==> src/rtl/ocsm_pkg.sv <==
// Shared types and constants for the oven controller core.
// Used by every module of the block; depends on nothing else.
package ocsm_pkg;

  localparam int unsigned KIND_W   = 3;
  localparam int unsigned ADC_W    = 10;
  localparam int unsigned TEMP_W   = 10;
  localparam int unsigned TIME_W   = 9;
  localparam int unsigned PCT_W    = 8;
  localparam int unsigned TPS_W    = 4;
  localparam int unsigned HOLD_W   = 8;
  localparam int unsigned PERC_W   = 7;
  localparam int unsigned CFG_AW   = 3;
  localparam int unsigned CFG_DW   = 10;
  localparam int unsigned DIVR_W   = 9;
  localparam int unsigned PROD_W   = 16;
  localparam int unsigned Q_DEPTH  = 2;
  localparam int unsigned Q_AW     = 1;

  localparam logic [TPS_W-1:0]  TPS_RST      = 4'd5;
  localparam logic [HOLD_W-1:0] HOLD_RST     = 8'd5;
  localparam logic [TEMP_W-1:0] DEF_TEMP_RST = 10'd350;
  localparam logic [TEMP_W-1:0] BROIL_RST    = 10'd500;
  localparam logic [TEMP_W-1:0] BASE_RST     = 10'd300;
  localparam logic [PERC_W-1:0] FIRST_RST    = 7'd87;
  localparam logic [PERC_W-1:0] STEP_RST     = 7'd13;
  localparam logic [TEMP_W-1:0] TEMP_MAX     = 10'd1023;
  localparam logic [TIME_W-1:0] TIME_RST     = 9'd1;

  typedef enum logic [KIND_W-1:0] {
    KIND_KNOB   = 3'd0,
    KIND_B3_DN  = 3'd1,
    KIND_B3_UP  = 3'd2,
    KIND_B4_DN  = 3'd3,
    KIND_B4_UP  = 3'd4,
    KIND_TICK   = 3'd5
  } kind_e;

  typedef enum logic [2:0] {
    OP_KNOB,
    OP_B3_DN,
    OP_B3_UP,
    OP_B4_DN,
    OP_B4_UP,
    OP_TICK,
    OP_NONE
  } op_e;

  typedef enum logic [1:0] {
    PH_SETUP  = 2'd0,
    PH_SELECT = 2'd1,
    PH_COOK   = 2'd2,
    PH_RESET  = 2'd3
  } phase_e;

  typedef enum logic [1:0] {
    MD_BAKE  = 2'd0,
    MD_TOAST = 2'd1,
    MD_BROIL = 2'd2
  } mode_e;

  typedef enum logic [CFG_AW-1:0] {
    CFG_TPS   = 3'd0,
    CFG_HOLD  = 3'd1,
    CFG_DEFT  = 3'd2,
    CFG_BROIL = 3'd3,
    CFG_BASE  = 3'd4,
    CFG_FIRST = 3'd5,
    CFG_STEP  = 3'd6
  } cfg_idx_e;

  typedef struct packed {
    op_e              op;
    logic [ADC_W-1:0] adc;
  } item_t;

  typedef struct packed {
    logic full;
    logic empty;
  } q_status_t;

endpackage

==> src/rtl/oven_control_state_machine_core.sv <==
// Oven controller core: setup, selector, cooking and reset-pending phases.
// The input channel carries one event per transaction (knob change, button
// edge or tick) with the current knob reading; the output channel returns one
// result transaction per input transaction, in order, with the phase, mode,
// selector, time left, temperature, LED bar and heater flags after the event.
// Registers are to be written through the plain write port while the block is
// idle; that rule binds the user, and the block itself does not enforce it.
// A front end classifies events into a two-entry queue; the back end executes
// them one at a time and holds the result in an output register.
// A knob, button or unused event goes from the queue through the idle and
// publish states into the output register.
// A tick goes through a bit-serial divider that takes the tick count modulo
// ticks per second; a cooking second adds a division for the percentage.
// While the receiver stalls, the result holds and the back end waits; the
// front end keeps taking transactions until the queue fills, then stalls.
// Reset loads the register defaults, the setup phase in bake mode with the
// selector on time, and empties the queue and the output register.
module oven_control_state_machine_core #(
  parameter int unsigned COUNTER_WIDTH = 16,
  parameter int unsigned LED_WIDTH     = 8
) (
  input  logic                           clk_i,
  input  logic                           rst_ni,
  input  logic                           cfg_we_i,
  input  logic [ocsm_pkg::CFG_AW-1:0]    cfg_addr_i,
  input  logic [ocsm_pkg::CFG_DW-1:0]    cfg_wdata_i,
  input  logic                           in_valid_i,
  output logic                           in_stall_o,
  input  logic [ocsm_pkg::KIND_W-1:0]    kind_i,
  input  logic [ocsm_pkg::ADC_W-1:0]     adc_reading_i,
  output logic                           out_valid_o,
  input  logic                           out_stall_i,
  output logic [1:0]                     oven_mode_state_o,
  output logic [1:0]                     heat_mode_o,
  output logic                           selector_on_temp_o,
  output logic [ocsm_pkg::TIME_W-1:0]    time_left_o,
  output logic [ocsm_pkg::TEMP_W-1:0]    temperature_now_o,
  output logic [LED_WIDTH-1:0]           led_bar_o,
  output logic                           top_heater_on_o,
  output logic                           bottom_heater_on_o
);

  localparam int unsigned DW = (COUNTER_WIDTH > ocsm_pkg::PROD_W) ?
                               COUNTER_WIDTH : ocsm_pkg::PROD_W;

  ocsm_pkg::q_status_t q_status;
  ocsm_pkg::item_t     push_item, head;
  logic                push, pop;
  logic                div_start, div_done;
  logic [DW-1:0]       div_dividend, div_quo;
  logic [ocsm_pkg::DIVR_W-1:0] div_divisor, div_rem;

  ocsm_front u_front (
    .in_valid_i    (in_valid_i),
    .in_stall_o    (in_stall_o),
    .kind_i        (kind_i),
    .adc_reading_i (adc_reading_i),
    .q_status_i    (q_status),
    .push_o        (push),
    .item_o        (push_item)
  );

  ocsm_fifo u_fifo (
    .clk_i    (clk_i),
    .rst_ni   (rst_ni),
    .push_i   (push),
    .item_i   (push_item),
    .pop_i    (pop),
    .head_o   (head),
    .status_o (q_status)
  );

  ocsm_div #(
    .DW (DW)
  ) u_div (
    .clk_i      (clk_i),
    .rst_ni     (rst_ni),
    .start_i    (div_start),
    .dividend_i (div_dividend),
    .divisor_i  (div_divisor),
    .done_o     (div_done),
    .quo_o      (div_quo),
    .rem_o      (div_rem)
  );

  ocsm_back #(
    .COUNTER_WIDTH (COUNTER_WIDTH),
    .LED_WIDTH     (LED_WIDTH),
    .DW            (DW)
  ) u_back (
    .clk_i              (clk_i),
    .rst_ni             (rst_ni),
    .cfg_we_i           (cfg_we_i),
    .cfg_addr_i         (cfg_addr_i),
    .cfg_wdata_i        (cfg_wdata_i),
    .head_i             (head),
    .q_status_i         (q_status),
    .pop_o              (pop),
    .div_start_o        (div_start),
    .div_dividend_o     (div_dividend),
    .div_divisor_o      (div_divisor),
    .div_done_i         (div_done),
    .div_quo_i          (div_quo),
    .div_rem_i          (div_rem),
    .out_valid_o        (out_valid_o),
    .out_stall_i        (out_stall_i),
    .oven_mode_state_o  (oven_mode_state_o),
    .heat_mode_o        (heat_mode_o),
    .selector_on_temp_o (selector_on_temp_o),
    .time_left_o        (time_left_o),
    .temperature_now_o  (temperature_now_o),
    .led_bar_o          (led_bar_o),
    .top_heater_on_o    (top_heater_on_o),
    .bottom_heater_on_o (bottom_heater_on_o)
  );

endmodule

==> src/rtl/ocsm_front.sv <==
// Front end: accepts input transactions and classifies the event kind.
// Depends on ocsm_pkg; pushes classified items into ocsm_fifo.
module ocsm_front (
  input  logic                             in_valid_i,
  output logic                             in_stall_o,
  input  logic [ocsm_pkg::KIND_W-1:0]      kind_i,
  input  logic [ocsm_pkg::ADC_W-1:0]       adc_reading_i,
  input  ocsm_pkg::q_status_t              q_status_i,
  output logic                             push_o,
  output ocsm_pkg::item_t                  item_o
);

  ocsm_pkg::op_e op;

  always_comb begin
    case (kind_i)
      ocsm_pkg::KIND_KNOB:  op = ocsm_pkg::OP_KNOB;
      ocsm_pkg::KIND_B3_DN: op = ocsm_pkg::OP_B3_DN;
      ocsm_pkg::KIND_B3_UP: op = ocsm_pkg::OP_B3_UP;
      ocsm_pkg::KIND_B4_DN: op = ocsm_pkg::OP_B4_DN;
      ocsm_pkg::KIND_B4_UP: op = ocsm_pkg::OP_B4_UP;
      ocsm_pkg::KIND_TICK:  op = ocsm_pkg::OP_TICK;
      default:              op = ocsm_pkg::OP_NONE;
    endcase
  end

  assign in_stall_o  = q_status_i.full;
  assign push_o      = in_valid_i && !q_status_i.full;
  assign item_o.op   = op;
  assign item_o.adc  = adc_reading_i;

endmodule

==> src/rtl/ocsm_fifo.sv <==
// Short queue that decouples the front end from the execution back end.
// Depends on ocsm_pkg for the item type and depth.
module ocsm_fifo (
  input  logic                clk_i,
  input  logic                rst_ni,
  input  logic                push_i,
  input  ocsm_pkg::item_t     item_i,
  input  logic                pop_i,
  output ocsm_pkg::item_t     head_o,
  output ocsm_pkg::q_status_t status_o
);

  localparam int unsigned AW = ocsm_pkg::Q_AW;
  localparam logic [AW-1:0] LAST = AW'(ocsm_pkg::Q_DEPTH - 1);
  localparam logic [AW:0] FULLC = (AW + 1)'(ocsm_pkg::Q_DEPTH);

  ocsm_pkg::item_t mem_q [ocsm_pkg::Q_DEPTH];
  logic [AW-1:0] wr_q, rd_q;
  logic [AW:0]   cnt_q;
  logic          do_push, do_pop;

  assign do_push = push_i && (cnt_q != FULLC);
  assign do_pop  = pop_i && (cnt_q != '0);

  always_ff @(posedge clk_i or negedge rst_ni) begin
    if (!rst_ni) begin
      wr_q  <= '0;
      rd_q  <= '0;
      cnt_q <= '0;
    end else begin
      if (do_push) begin
        wr_q <= (wr_q == LAST) ? '0 : wr_q + 1'b1;
      end
      if (do_pop) begin
        rd_q <= (rd_q == LAST) ? '0 : rd_q + 1'b1;
      end
      if (do_push && !do_pop) begin
        cnt_q <= cnt_q + 1'b1;
      end else if (do_pop && !do_push) begin
        cnt_q <= cnt_q - 1'b1;
      end
    end
  end

  always_ff @(posedge clk_i) begin
    if (do_push) begin
      mem_q[wr_q] <= item_i;
    end
  end

  assign head_o         = mem_q[rd_q];
  assign status_o.full  = (cnt_q == FULLC);
  assign status_o.empty = (cnt_q == '0);

endmodule

==> src/rtl/ocsm_div.sv <==
// Restoring divider that produces one quotient bit per cycle.
// Depends on ocsm_pkg for the divisor width.
module ocsm_div #(
  parameter int unsigned DW = 16
) (
  input  logic                         clk_i,
  input  logic                         rst_ni,
  input  logic                         start_i,
  input  logic [DW-1:0]                dividend_i,
  input  logic [ocsm_pkg::DIVR_W-1:0]  divisor_i,
  output logic                         done_o,
  output logic [DW-1:0]                quo_o,
  output logic [ocsm_pkg::DIVR_W-1:0]  rem_o
);

  localparam int unsigned RW = ocsm_pkg::DIVR_W;
  localparam int unsigned CW = (DW > 1) ? $clog2(DW) : 1;
  localparam logic [CW-1:0] LAST = CW'(DW - 1);

  logic          busy_q, done_q;
  logic [CW-1:0] cnt_q;
  logic [DW-1:0] quo_q;
  logic [RW-1:0] rem_q, dsr_q;
  logic [RW:0]   shifted, diff;
  logic          ge;

  assign shifted = {rem_q, quo_q[DW-1]};
  assign diff    = shifted - {1'b0, dsr_q};
  assign ge      = (shifted >= {1'b0, dsr_q});

  always_ff @(posedge clk_i or negedge rst_ni) begin
    if (!rst_ni) begin
      busy_q <= 1'b0;
      done_q <= 1'b0;
      cnt_q  <= '0;
    end else begin
      done_q <= 1'b0;
      if (start_i) begin
        busy_q <= 1'b1;
        cnt_q  <= '0;
      end else if (busy_q) begin
        cnt_q <= cnt_q + 1'b1;
        if (cnt_q == LAST) begin
          busy_q <= 1'b0;
          done_q <= 1'b1;
        end
      end
    end
  end

  always_ff @(posedge clk_i) begin
    if (start_i) begin
      quo_q <= dividend_i;
      rem_q <= '0;
      dsr_q <= divisor_i;
    end else if (busy_q) begin
      quo_q <= {quo_q[DW-2:0], ge};
      rem_q <= ge ? diff[RW-1:0] : shifted[RW-1:0];
    end
  end

  assign done_o = done_q;
  assign quo_o  = quo_q;
  assign rem_o  = rem_q;

endmodule

==> src/rtl/ocsm_back.sv <==
// Back end: configuration registers, oven state machine and result register.
// Depends on ocsm_pkg; pops items from ocsm_fifo and drives ocsm_div.
module ocsm_back #(
  parameter int unsigned COUNTER_WIDTH = 16,
  parameter int unsigned LED_WIDTH     = 8,
  parameter int unsigned DW            = 16
) (
  input  logic                           clk_i,
  input  logic                           rst_ni,
  input  logic                           cfg_we_i,
  input  logic [ocsm_pkg::CFG_AW-1:0]    cfg_addr_i,
  input  logic [ocsm_pkg::CFG_DW-1:0]    cfg_wdata_i,
  input  ocsm_pkg::item_t                head_i,
  input  ocsm_pkg::q_status_t            q_status_i,
  output logic                           pop_o,
  output logic                           div_start_o,
  output logic [DW-1:0]                  div_dividend_o,
  output logic [ocsm_pkg::DIVR_W-1:0]    div_divisor_o,
  input  logic                           div_done_i,
  input  logic [DW-1:0]                  div_quo_i,
  input  logic [ocsm_pkg::DIVR_W-1:0]    div_rem_i,
  output logic                           out_valid_o,
  input  logic                           out_stall_i,
  output logic [1:0]                     oven_mode_state_o,
  output logic [1:0]                     heat_mode_o,
  output logic                           selector_on_temp_o,
  output logic [ocsm_pkg::TIME_W-1:0]    time_left_o,
  output logic [ocsm_pkg::TEMP_W-1:0]    temperature_now_o,
  output logic [LED_WIDTH-1:0]           led_bar_o,
  output logic                           top_heater_on_o,
  output logic                           bottom_heater_on_o
);

  localparam int unsigned CW = COUNTER_WIDTH;
  localparam int unsigned TW = ocsm_pkg::TIME_W;
  localparam int unsigned MW = ocsm_pkg::TEMP_W;
  localparam int unsigned PW = ocsm_pkg::PCT_W;

  typedef enum logic [1:0] {S_IDLE, S_MOD, S_PCT, S_PUB} state_e;

  state_e state_q;

  logic [ocsm_pkg::TPS_W-1:0]  tps_q;
  logic [ocsm_pkg::HOLD_W-1:0] hold_q;
  logic [MW-1:0]               deft_q, broilt_q, base_q;
  logic [ocsm_pkg::PERC_W-1:0] first_q, step_q;

  ocsm_pkg::phase_e phase_q, phase_d;
  ocsm_pkg::mode_e  mode_q, mode_d;
  logic             sel_q, sel_d;
  logic [TW-1:0]    time_q, time_d, start_q, start_d;
  logic [MW-1:0]    temp_q, temp_d;
  logic [PW-1:0]    thr_q, thr_d, thr_step;
  logic [LED_WIDTH-1:0] led_q, led_d, led_shl;
  logic [CW-1:0]    tick_q, tick_d, press_q, press_d, tick_n, hold_len;
  logic [ocsm_pkg::ADC_W-1:0] adc_q;

  ocsm_pkg::op_e    run_op;
  logic [ocsm_pkg::ADC_W-1:0] run_adc;
  logic             run_second, pct_go;
  logic [7:0]       knob_q4;
  logic [MW:0]      temp_sum;
  logic [TW-1:0]    knob_time;
  logic [CW-1:0]    hold_ext;
  logic [ocsm_pkg::PROD_W-1:0] pct_prod;
  logic [ocsm_pkg::TPS_W-1:0]  per;
  logic             slot_free, cooking;

  logic             out_valid_q;
  logic [1:0]       o_phase_q, o_mode_q;
  logic             o_sel_q, o_top_q, o_bot_q;
  logic [TW-1:0]    o_time_q;
  logic [MW-1:0]    o_temp_q;
  logic [LED_WIDTH-1:0] o_led_q;

  assign run_op     = (state_q == S_MOD) ? ocsm_pkg::OP_TICK : head_i.op;
  assign run_adc    = (state_q == S_MOD) ? adc_q : head_i.adc;
  assign run_second = (state_q == S_MOD);

  assign knob_q4   = run_adc[ocsm_pkg::ADC_W-1:2];
  assign temp_sum  = {1'b0, base_q} + (MW + 1)'(knob_q4);
  assign knob_time = TW'(knob_q4) + TW'(1);
  assign hold_len  = tick_q - press_q;
  assign hold_ext  = CW'(hold_q);
  assign thr_step  = (thr_q > PW'(step_q)) ? thr_q - PW'(step_q) : '0;
  assign led_shl   = {led_q[LED_WIDTH-2:0], 1'b0};
  assign tick_n    = tick_q + 1'b1;
  assign per       = (tps_q == '0) ? ocsm_pkg::TPS_W'(1) : tps_q;
  assign pct_prod  = ({7'b0, time_d} << 6) + ({7'b0, time_d} << 5) + ({7'b0, time_d} << 2);

  always_comb begin
    phase_d = phase_q;
    mode_d  = mode_q;
    sel_d   = sel_q;
    time_d  = time_q;
    temp_d  = temp_q;
    start_d = start_q;
    thr_d   = thr_q;
    led_d   = led_q;
    tick_d  = tick_q;
    press_d = press_q;
    pct_go  = 1'b0;
    case (phase_q)
      ocsm_pkg::PH_SETUP: begin
        if (mode_q == ocsm_pkg::MD_BAKE && sel_q) begin
          temp_d = temp_sum[MW] ? ocsm_pkg::TEMP_MAX : temp_sum[MW-1:0];
        end else begin
          time_d = knob_time;
        end
        if (run_op == ocsm_pkg::OP_B3_DN) begin
          press_d = tick_q;
          phase_d = ocsm_pkg::PH_SELECT;
        end else if (run_op == ocsm_pkg::OP_B4_DN) begin
          press_d = tick_q;
          tick_d  = '0;
          phase_d = ocsm_pkg::PH_COOK;
          start_d = time_d;
          thr_d   = PW'(first_q);
          led_d   = '1;
        end
      end
      ocsm_pkg::PH_SELECT: begin
        if (run_op == ocsm_pkg::OP_B3_UP) begin
          if (hold_len <= hold_ext) begin
            case (mode_q)
              ocsm_pkg::MD_BAKE: mode_d = ocsm_pkg::MD_TOAST;
              ocsm_pkg::MD_TOAST: begin
                temp_d = broilt_q;
                mode_d = ocsm_pkg::MD_BROIL;
              end
              default: begin
                mode_d = ocsm_pkg::MD_BAKE;
                temp_d = deft_q;
                time_d = ocsm_pkg::TIME_RST;
              end
            endcase
          end else begin
            sel_d = !sel_q;
          end
          phase_d = ocsm_pkg::PH_SETUP;
        end
      end
      ocsm_pkg::PH_COOK: begin
        if (run_op == ocsm_pkg::OP_B4_DN) begin
          press_d = tick_q;
          phase_d = ocsm_pkg::PH_RESET;
        end else if (run_second && time_q != '0) begin
          time_d = time_q - 1'b1;
          if (start_q != '0) begin
            pct_go = 1'b1;
          end else if (thr_q != '0) begin
            led_d = led_shl;
            thr_d = thr_step;
          end
        end else if (run_second) begin
          time_d  = start_q;
          led_d   = '0;
          phase_d = ocsm_pkg::PH_SETUP;
        end
      end
      default: begin
        if (run_op == ocsm_pkg::OP_B4_UP) begin
          if (hold_len < hold_ext) begin
            phase_d = ocsm_pkg::PH_COOK;
          end
        end else if (hold_len > hold_ext) begin
          time_d  = start_q;
          led_d   = '0;
          phase_d = ocsm_pkg::PH_SETUP;
        end
      end
    endcase
  end

  assign pop_o = (state_q == S_IDLE) && !q_status_i.empty;

  always_comb begin
    div_start_o    = 1'b0;
    div_dividend_o = DW'(pct_prod);
    div_divisor_o  = start_q;
    if (pop_o && head_i.op == ocsm_pkg::OP_TICK) begin
      div_start_o    = 1'b1;
      div_dividend_o = DW'(tick_n);
      div_divisor_o  = ocsm_pkg::DIVR_W'(per);
    end else if (state_q == S_MOD && div_done_i && div_rem_i == '0 && pct_go) begin
      div_start_o = 1'b1;
    end
  end

  assign slot_free = !out_valid_q || !out_stall_i;
  assign cooking   = (phase_q == ocsm_pkg::PH_COOK);

  always_ff @(posedge clk_i or negedge rst_ni) begin
    if (!rst_ni) begin
      state_q     <= S_IDLE;
      tps_q       <= ocsm_pkg::TPS_RST;
      hold_q      <= ocsm_pkg::HOLD_RST;
      deft_q      <= ocsm_pkg::DEF_TEMP_RST;
      broilt_q    <= ocsm_pkg::BROIL_RST;
      base_q      <= ocsm_pkg::BASE_RST;
      first_q     <= ocsm_pkg::FIRST_RST;
      step_q      <= ocsm_pkg::STEP_RST;
      phase_q     <= ocsm_pkg::PH_SETUP;
      mode_q      <= ocsm_pkg::MD_BAKE;
      sel_q       <= 1'b0;
      time_q      <= ocsm_pkg::TIME_RST;
      temp_q      <= ocsm_pkg::DEF_TEMP_RST;
      start_q     <= '0;
      thr_q       <= PW'(ocsm_pkg::FIRST_RST);
      led_q       <= '0;
      tick_q      <= '0;
      press_q     <= '0;
      adc_q       <= '0;
      out_valid_q <= 1'b0;
      o_phase_q   <= '0;
      o_mode_q    <= '0;
      o_sel_q     <= 1'b0;
      o_time_q    <= '0;
      o_temp_q    <= '0;
      o_led_q     <= '0;
      o_top_q     <= 1'b0;
      o_bot_q     <= 1'b0;
    end else begin
      if (cfg_we_i) begin
        case (cfg_addr_i)
          ocsm_pkg::CFG_TPS:   tps_q    <= cfg_wdata_i[ocsm_pkg::TPS_W-1:0];
          ocsm_pkg::CFG_HOLD:  hold_q   <= cfg_wdata_i[ocsm_pkg::HOLD_W-1:0];
          ocsm_pkg::CFG_DEFT:  deft_q   <= cfg_wdata_i[MW-1:0];
          ocsm_pkg::CFG_BROIL: broilt_q <= cfg_wdata_i[MW-1:0];
          ocsm_pkg::CFG_BASE:  base_q   <= cfg_wdata_i[MW-1:0];
          ocsm_pkg::CFG_FIRST: first_q  <= cfg_wdata_i[ocsm_pkg::PERC_W-1:0];
          ocsm_pkg::CFG_STEP:  step_q   <= cfg_wdata_i[ocsm_pkg::PERC_W-1:0];
          default: ;
        endcase
      end
      if (state_q == S_PUB && slot_free) begin
        out_valid_q <= 1'b1;
      end else if (!out_stall_i) begin
        out_valid_q <= 1'b0;
      end
      case (state_q)
        S_IDLE: begin
          if (pop_o) begin
            adc_q <= head_i.adc;
            case (head_i.op)
              ocsm_pkg::OP_TICK: begin
                tick_q  <= tick_n;
                state_q <= S_MOD;
              end
              ocsm_pkg::OP_NONE: begin
                state_q <= S_PUB;
              end
              default: begin
                phase_q <= phase_d;
                mode_q  <= mode_d;
                sel_q   <= sel_d;
                time_q  <= time_d;
                temp_q  <= temp_d;
                start_q <= start_d;
                thr_q   <= thr_d;
                led_q   <= led_d;
                tick_q  <= tick_d;
                press_q <= press_d;
                state_q <= S_PUB;
              end
            endcase
          end
        end
        S_MOD: begin
          if (div_done_i) begin
            if (div_rem_i == '0) begin
              phase_q <= phase_d;
              mode_q  <= mode_d;
              sel_q   <= sel_d;
              time_q  <= time_d;
              temp_q  <= temp_d;
              start_q <= start_d;
              thr_q   <= thr_d;
              led_q   <= led_d;
              tick_q  <= tick_d;
              press_q <= press_d;
              state_q <= pct_go ? S_PCT : S_PUB;
            end else begin
              state_q <= S_PUB;
            end
          end
        end
        S_PCT: begin
          if (div_done_i) begin
            if (div_quo_i < DW'(thr_q)) begin
              led_q <= led_shl;
              thr_q <= thr_step;
            end
            state_q <= S_PUB;
          end
        end
        default: begin
          if (slot_free) begin
            o_phase_q   <= phase_q;
            o_mode_q    <= mode_q;
            o_sel_q     <= sel_q;
            o_time_q    <= time_q;
            o_temp_q    <= temp_q;
            o_led_q     <= led_q;
            o_top_q     <= cooking && (mode_q == ocsm_pkg::MD_BAKE ||
                                       mode_q == ocsm_pkg::MD_BROIL);
            o_bot_q     <= cooking && (mode_q == ocsm_pkg::MD_BAKE ||
                                       mode_q == ocsm_pkg::MD_TOAST);
            state_q     <= S_IDLE;
          end
        end
      endcase
    end
  end

  assign out_valid_o        = out_valid_q;
  assign oven_mode_state_o  = o_phase_q;
  assign heat_mode_o        = o_mode_q;
  assign selector_on_temp_o = o_sel_q;
  assign time_left_o        = o_time_q;
  assign temperature_now_o  = o_temp_q;
  assign led_bar_o          = o_led_q;
  assign top_heater_on_o    = o_top_q;
  assign bottom_heater_on_o = o_bot_q;

endmodule

==> config.mk <==
export PLATFORM = sky130hd
export DESIGN_NAME = oven_control_state_machine_core
export DESIGN_NICKNAME = d
export VERILOG_FILES = /design/src/rtl/ocsm_pkg.sv /design/src/rtl/oven_control_state_machine_core.sv /design/src/rtl/ocsm_front.sv /design/src/rtl/ocsm_fifo.sv /design/src/rtl/ocsm_div.sv /design/src/rtl/ocsm_back.sv
export SDC_FILE = /design/constraint.sdc
export NUM_CORES = 1
export LEC_CHECK = 0
export BUFFER_PORTS_ARGS = -buffer_cell sky130_fd_sc_hd__buf_2
export CORE_MARGIN = 2
export CORE_UTILIZATION = 67
export DETAILED_ROUTE_END_ITERATION = 8
export HOLD_SLACK_MARGIN = 0.1
export PLACE_DENSITY = 0.95
export SKIP_LAST_GASP = 1
export SLEW_MARGIN = 5
export SYNTH_ARGS = -nofsm -noshare
export SYNTH_HDL_FRONTEND = slang
export SYNTH_SLANG_ARGS = --single-unit
==> constraint.sdc <==
create_clock -name clk_i -period 12.9 [get_ports clk_i]
set_input_delay 1.29 -clock clk_i [delete_from_list [all_inputs] [get_ports clk_i]]
set_output_delay 1.29 -clock clk_i [all_outputs]
set_load 0.02 [all_outputs]
==> results of run 1 <==
## power groups by stage
| stage | Sequential [mW] | Clock, mW | Combinational, mW |
|---|---|---|---|
| after floorplan | 1.27 | 0 | 2.03 |
| after global placement | 1.31 | 0 | 2.48 |
| after detailed placement | 1.33 | 0 | 2.65 |
| after CTS | 1.33 | 0.767 | 2.74 |
| after global routing | 1.36 | 0.793 | 3.04 |
| final | 1.34 | 0.764 | 2.82 |
## registers in the layout (all words and copies together), names as in the netlist, 7 cells and up
signal,cells
u_fifo.mem_q,22
u_back.press_q,16
u_back.tick_q,16
u_div.quo_o,16
u_back.base_q,10
u_back.broilt_q,10
u_back.deft_q,10
u_back.temp_q,10
u_back.temperature_now_o,10
u_back.start_q,9
u_back.time_left_o,9
u_back.time_q,9
u_div.dsr_q,9
u_div.rem_o,9
u_back.adc_q,8
u_back.hold_q,8
u_back.led_bar_o,8
u_back.led_q,8
u_back.thr_q,8
u_back.first_q,7
u_back.step_q,7
## worst min-delay path, cell delays in order (launching register included)
cell and delay, ps:
sky130_fd_sc_hd__dfrtp_1 330, sky130_fd_sc_hd__nand2_1 50, sky130_fd_sc_hd__nand2_1 50
## routing by layer
metal  vias up  wire, µm  track usage [%]
met4         0      2270            17.15
met1      5947     14850            44.18
li1       5437         -                -
met5         -         0                0
met2       821     19160            58.39
met3       218      3915            6.325
## layout by cell type (no fill, tap or decap), types with 13 or more instances in the layout
cell type                     n
sky130_fd_sc_hd__ha_1        78
sky130_fd_sc_hd__nand2b_1    22
sky130_fd_sc_hd__buf_4       14
sky130_fd_sc_hd__nor2b_1     15
sky130_fd_sc_hd__a22oi_1     13
sky130_fd_sc_hd__mux2_2      92
sky130_fd_sc_hd__and2_1      13
sky130_fd_sc_hd__a211oi_1    15
sky130_fd_sc_hd__xor2_1      20
sky130_fd_sc_hd__clkbuf_16   27
sky130_fd_sc_hd__mux2i_1     30
sky130_fd_sc_hd__a21oi_1     86
sky130_fd_sc_hd__a21o_1      17
sky130_fd_sc_hd__nor3_1      23
sky130_fd_sc_hd__inv_1       98
sky130_fd_sc_hd__dfrtp_1    152
sky130_fd_sc_hd__nand3_1     21
sky130_fd_sc_hd__buf_2       63
sky130_fd_sc_hd__dfstp_2     40
sky130_fd_sc_hd__edfxtp_1    47
sky130_fd_sc_hd__and3_1      17
sky130_fd_sc_hd__nor2_1     105
sky130_fd_sc_hd__xnor2_1     42
sky130_fd_sc_hd__o21ai_0    100
sky130_fd_sc_hd__nand2_1    239
## worst paths after layout
path | startpoint | endpoint | slack (ps) | cells after the start
hold / removal | u_back.heat_mode_o[1] | u_back.heat_mode_o[1] | 470 | 2
setup reg to reg | u_back.tick_q[0] | u_div.quo_o[14] | 5520 | 29
setup / recovery | u_back.tick_q[0] | u_div.quo_o[14] | 5520 | 29
hold reg to reg | u_back.heat_mode_o[1] | u_back.heat_mode_o[1] | 470 | 2
min in group asynchronous | rst_ni | u_back.hold_q[6] | 840 | 1
max in group asynchronous | rst_ni | u_back.top_heater_on_o | 10390 | 2
## final cells by class
cell class / instances / area share [%]
tap: 275 / 2.160
multi-input combinational: 1115 / 46.85
timing repair buffer: 78 / 2.725
sequential: 248 / 40.46
inverter: 99 / 2.333
clock inverter: 12 / 0.7226
clock buffer: 35 / 4.744
## cells by family after synthesis
logic type	share of synthesized area, %
XOR/XNOR	3.729
AND/OR/NAND/NOR	15.70
adder cells (fa/ha/maj)	7.802
buffers and inverters	4.477
AO/OA/AOI/OAI	14.54
flip-flops	44.27
multiplexers	9.486
==> out/results.txt, run 1 <==
The run finished with clean final reports. The antenna diode instance count is 0, and the slew of the pin with the lowest slew margin is 1128 ps. The critical path endpoint category is a flip-flop. The vertical die dimension is 151.4 µm, and the delay of the slowest cell on the worst path is 620 ps. After synthesis, the cell types taking the most area are sky130_fd_sc_hd__dfrtp_1 (26%), sky130_fd_sc_hd__edfxtp_1 (9.7%), sky130_fd_sc_hd__dfstp_2 (7.2%). The share of the Yosys chip area taken by registers is 44.27%. The worst pin sits at a relative slew slack of 24.78%. The wire length per cell came out at 21.59 µm. The placeable core region is 21,150 µm². In this run the clock root is driven by a sky130_fd_sc_hd__clkbuf_16. By count the netlist is led by sky130_fd_sc_hd__nand2_1 (239), sky130_fd_sc_hd__dfrtp_1 (152), sky130_fd_sc_hd__nor2_1 (105). After synthesis the cells add up to 14,560 µm². Clock-pin slew was measured on the worst setup and hold paths at 70 ps. In this run, synthesis inferred 47 flip-flops with an integrated enable. The number of register bits inferred by synthesis works out to 248.

The filler cell count is 1,298, and the net switching component of the power is 2.269 mW. The tools report the DRC violation count after routing as 0. The worst-case IR drop observed on VDD is 0.2582 mV.

The slowest stage of the critical path belongs to the cell sky130_fd_sc_hd__nand3_1. Per report_power, the clock group accounts for 15.5% of the total. The first detailed-routing pass ran for 7 iterations. After layout, the design draws a total of 4.924 mW. Routability-driven placement finished with a final weighted congestion of 1.011. From synthesis to final layout, the design area changed by 9.400%. For the worst setup path, the data arrival time is 7650 ps. The number of maximum-capacitance violations was 0; the total count of hold-check failures in the final report was 0.

Setup violations remaining at the end of the flow were counted as 0. Once layout is complete, the cells apart from fillers number 1,862. The die width works out to 151.4 µm. Counting I/O delays and the setup requirement, the final critical path takes 7376 ps.

The die footprint was 22,930 µm²; the share of synthesized registers carrying an async set or reset was 77.42%. For this run, the top clock speed supported by timing is 135.6 MHz. Hold timing on the final database bottoms out at a slack of 468.7 ps. Most frequently used flop master after synthesis: sky130_fd_sc_hd__dfrtp_1. In this run, flip-flops and latches consume 27.3% of the power. The cell count after synthesis was 1,533; the max-slew violation count was 0.

In the final layout, the multi-input gates occupy 7463 µm². The static leakage is 7.384 nW, and the mean cell area of the mapped netlist is 9.499 µm². The tools report the via count of the first global-routing pass as 12,050.

In this run, placement finished with an instance count of 1,815. The detailed router finished its first iteration with 1,443 violations. Once detailed placement completed, the half-perimeter wirelength came to 25,930 µm. STA classifies the critical path startpoint as a flip-flop.

The number of distinct standard cells referenced by the synthesized netlist was 75. The minimum setup slack after placement came out at 5818 ps. After clock tree synthesis, the repair step resized 0 gates. The worst setup path is of the reg2reg kind. The initial antenna violation count came out at 0.

Setup repair after global routing left no endpoint under its margin. The clock reaches the later pin of the worst-skew pair after 550 ps. TritonCTS built the clock tree.

The number of vias per cell was 6.672; the remaining antenna violation count after routing was 0. For this run, the post-layout net count is 1,685. The top cell type by area accounts for 26.12% of the synthesized area.

The min-delay analysis places its worst path in the category reg2reg. The number of core rows is 53. After routing the design area is 15,930 µm².

For this configuration, the core starts out at a cell density of 68.84%. For this design the ratio of total power to cell area is 309.1 nW/µm². Entering global routing, the biggest net connects 113 pins. The share of total power consumed by net switching came out at 46.09%.

The count of synthesis-stage warnings from yosys is 0, and the post-detailed-routing wire length is 40,200 µm. When the netlist entered floorplanning its net count stood at 1,650. The combined flip-flop and latch cell area was 6446 µm².

The cell-internal power was 2.655 mW; the worst clock skew on the final layout was 34.05 ps. The most common cell type on the critical path was sky130_fd_sc_hd__a21oi_1. The H-tree level count was 1; the via count of the routed design was 12,420.

The buffer and inverter count on the worst path was 1. The required time at the endpoint of the critical path was 13,170 ps; the core utilization of the finished layout was 75.31%. Of the total power, combinational logic draws 57.2%.

The tools report the post-route setup TNS as 0 ps. CTS saw 248 sinks. The cell type contributing the most total cell area after synthesis is sky130_fd_sc_hd__dfrtp_1.

Buffers added to address setup during post-CTS repair amount to 0. The number of port buffers works out to 64. Clock tree synthesis inserted a total of 26 buffers. The dominant cell by count in the synthesized netlist is sky130_fd_sc_hd__nand2_1.

The share of cells above drive strength 1 came out at 16.82%. For this design, the CTS-stage hold fixing added 0 buffers. The placed instances occupy a cell area of 15,060 µm². Along the worst path, the maximum fanout reaches 12. The cell family with the largest share of critical-path delay was compound AO/OA/AOI/OAI gates. Summed over all layers, the global routing overflow is 0. Across all setup checks in the final design, the least slack found is 5524 ps. In the finished design, the share of the clock period the worst path needs comes to 57.18%. The total I/O pin count is 67. The clock passes through at most 3 buffers.

The first global-routing pass estimated 62,780 µm of wire. Across every metal layer, demand over resource in global routing totals 35.03%.
(Power assumes the default switching activity.)
==> inputs of run 2 (changes only) <==
- CORE_UTILIZATION: 67 -> 56
- PLACE_DENSITY: 0.95 -> 0.88
- clock period: 12.9 -> 6.5 ns (I/O delays scaled with it)
==> out/results.txt, run 2 (synthesis gave the netlist of run 1 again) <==
The run finished with clean final reports. STA classifies the critical path endpoint as a flip-flop. For the max-slew violation count, the log shows 0. The worst hold path belongs to the class in2async. The worst path uses 94.75% of the clock period. The run gives 1,940 as the non-filler instance count after layout. The run gives 560 ps as the insertion delay to the later sink of the worst-skew pair.

The floorplan step set the die width to 165.3 µm. The clock passes through at most 3 buffers. The tools report the total count of hold-check failures in the final report as 0. The worst slew margin relative to its limit is 27.92%, and the combined flip-flop and latch cell area is 6446 µm².

Worst clock skew on the final layout: 25.08 ps. Entering global routing, the biggest net connects 129 pins. Net switching is 43.16% of the power. The largest register by flop count was u_fifo.mem_q.

For this configuration, the core starts out at a cell density of 56.52%. The run gives 341.2 ps as the minimum setup slack in the final design. The wire length per cell was 18.22 µm; the required time at the endpoint of the critical path was 6790 ps. The H-tree level count came out at 1. Cells with a size suffix above 1 make up 18.07% of the layout. The vertical die dimension works out to 165.3 µm.

The logs give 0 for the remaining antenna violation count after routing and 6 for the first-pass detailed-route iteration total. The slew of the pin with the lowest slew margin is 1073 ps, and the post-synthesis to final-layout area growth is 11.66%. The cell-internal power is 5.602 mW.

The run gives 0 as the number of endpoints failing setup at the final stage. Prior to clock tree synthesis, the placed netlist has a worst setup slack of 206.1 ps. The post-detailed-routing wire length was 35,350 µm. Leaving out fill and tap cells, the most frequent cell in the layout is sky130_fd_sc_hd__nand2_1. After detailed routing, the number of vias per cell comes to 6.049. The tool flagged a number of max-cap violations equal to 0. The library cells used most frequently in the layout, excluding fill and tap cells, are sky130_fd_sc_hd__nand2_1 (239), sky130_fd_sc_hd__dfrtp_1 (152), sky130_fd_sc_hd__nor2_1 (105), sky130_fd_sc_hd__inv_1 (98), sky130_fd_sc_hd__o21ai_0 (98).

At the worst endpoint, the arrival time is 6450 ps. Initial antenna violation count: 0. The maximum VDD drop came out at 0.4739 mV.

Of the total power, registers draw 26.7%. In this run the cell area measured after placement is 15,260 µm². Minimum period implied by the final worst setup slack: 6159 ps. The worst setup path is launched from a flip-flop. The clock drives 248 sinks. The tools report the via count of the first global-routing pass as 11,260.

After floorplanning, the core was sized to cover 25,760 µm². For this design the total switching power over the nets is 4.253 mW. For this run, the post-layout net count is 1,702. The first global-routing pass estimated 56,520 µm of wire. The critical path is of the reg2reg type.

The relative contribution of combinational cells to total power was 56.7%; the number of buffers added by the clock tree synthesis step was 26. The total I/O pin count is 67, and the maximum net fanout on the critical path is 5. The multi-input combinational cells in the finished layout cover a total of 7498 µm². The floorplan has 59 rows.

TritonCTS built the clock tree. The clock tree root driver cell is sky130_fd_sc_hd__clkbuf_16. The power per cell area works out to 606.1 nW/µm².

The run gives 0 as the DRC violation count after routing. The total overflow reported by the global router is 0. Setup total negative slack on the finished layout was measured at 0 ps. The timing-limited maximum frequency was 162.4 MHz. For the part of the power in the clock network, the log shows 16.6%. Routability-driven placement finished with a final weighted congestion of 1.029. The detailed router finished its first iteration with 1,070 violations.

The filler cells instantiated in the layout total 1,943. Placed wire-length estimate: 25,170 µm. Across every metal layer, demand over resource in global routing totals 25.92%.

The repair_antennas step left the layout with diodes totalling 0. The count of buffers added on input and output ports is 64. The static leakage is 7.518 nW. Final hold analysis gives a worst-case slack of 247.0 ps. Setup repair after global routing could not meet its margin everywhere. Once placement completed, the tool counted placed cells totaling 1,892. The routed layout has 11,740 vias. Summing internal, switching and leakage power gives 9.854 mW. After clock tree synthesis, the clock-pin slew on the worst setup and hold paths is 60 ps. Cells fill 63.11% of the core in the end. The flip-flop count of the largest register after layout works out to 22.

The floorplan step defined a die boundary enclosing 27,310 µm². Summing all non-filler instances in the final layout gives an area of 16,260 µm².
[run 2: cell types whose count changed in the layout (fill, tap and decap cells not counted), sizes merged]
| cell | previous run | this run |
|---|---|---|
| bufinv | 1 | 4 |
| buf | 77 | 94 |
| clkbuf | 36 | 38 |
| clkinv | 8 | 6 |
| clkinvlp | 2 | 0 |
[run 2: critical path, stage by stage (launching register included)]
cell and delay, ps:
sky130_fd_sc_hd__dfrtp_1 390, sky130_fd_sc_hd__ha_1 230, sky130_fd_sc_hd__fa_1 450, sky130_fd_sc_hd__nand2b_1 210, sky130_fd_sc_hd__a21oi_2 210, sky130_fd_sc_hd__o21ai_1 140, sky130_fd_sc_hd__o31ai_1 290, sky130_fd_sc_hd__xor2_1 120
sky130_fd_sc_hd__nor4_2 520, sky130_fd_sc_hd__buf_4 210, sky130_fd_sc_hd__nand4_1 100, sky130_fd_sc_hd__o211a_1 270, sky130_fd_sc_hd__a221oi_4 390, sky130_fd_sc_hd__xnor2_1 120, sky130_fd_sc_hd__ha_1 330, sky130_fd_sc_hd__fa_1 470
sky130_fd_sc_hd__a21o_1 190, sky130_fd_sc_hd__a21oi_1 190, sky130_fd_sc_hd__o21bai_1 90, sky130_fd_sc_hd__a21oi_1 200, sky130_fd_sc_hd__o21bai_1 90, sky130_fd_sc_hd__a21oi_1 180, sky130_fd_sc_hd__xor2_1 160, sky130_fd_sc_hd__nor2_1 60
sky130_fd_sc_hd__a211oi_1 210, sky130_fd_sc_hd__a21oi_1 60
[run 2: metal layers]
layer / up-vias / part of all wire [%] / global-route usage, %
li1: 5471 / - / -
met1: 5662 / 41 / 35.44
met2: 508 / 46 / 40.78
met3: 95 / 9.0 / 5.395
met4: 0 / 4.0 / 9.763
met5: - / 0 / 0
[run 2: worst paths after layout]
path,slack [ps],startpoint,depth (start not counted),to
worst max-delay path,340,u_back.press_q[0],25,u_div.quo_o[14]
worst min-delay path,250,rst_ni,1,u_fifo.wr_q
worst max register to register,340,u_back.press_q[0],25,u_div.quo_o[14]
worst min register to register,470,u_back.oven_mode_state_o[1],2,u_back.oven_mode_state_o[1]
max in group asynchronous,4870,rst_ni,2,u_back.temperature_now_o[3]
min in group clk_i,280,adc_reading_i[8],1,u_fifo.mem_q[0][8]
[run 2: cell type report]
type                    instances  area share (%)
flip-flops and latches        248           39.65
well taps                     335           2.578
clock inverters                11           1.162
clock buffers                  37           4.756
multi-input cells            1115           46.12
inverters                      99           2.285
repair buffers                 95           3.455
[run 2: repair_timing]
item	CTS	global route
buffers inserted	0	0
endpoints found under the setup margin	0	5
hold buffers	0	0
gates resized for setup	0	10
[run 2: power by group through the flow]
| stage | sequential [mW] | clock [mW] | combinational, mW |
|---|---|---|---|
| after detailed placement | 2.63 | 0 | 5.40 |
| after CTS | 2.61 | 1.65 | 5.47 |
| after global placement | 2.60 | 0 | 5.22 |
| after global routing | 2.69 | 1.72 | 6.20 |
| final | 2.63 | 1.64 | 5.59 |
| after floorplan | 2.51 | 0 | 4.02 |
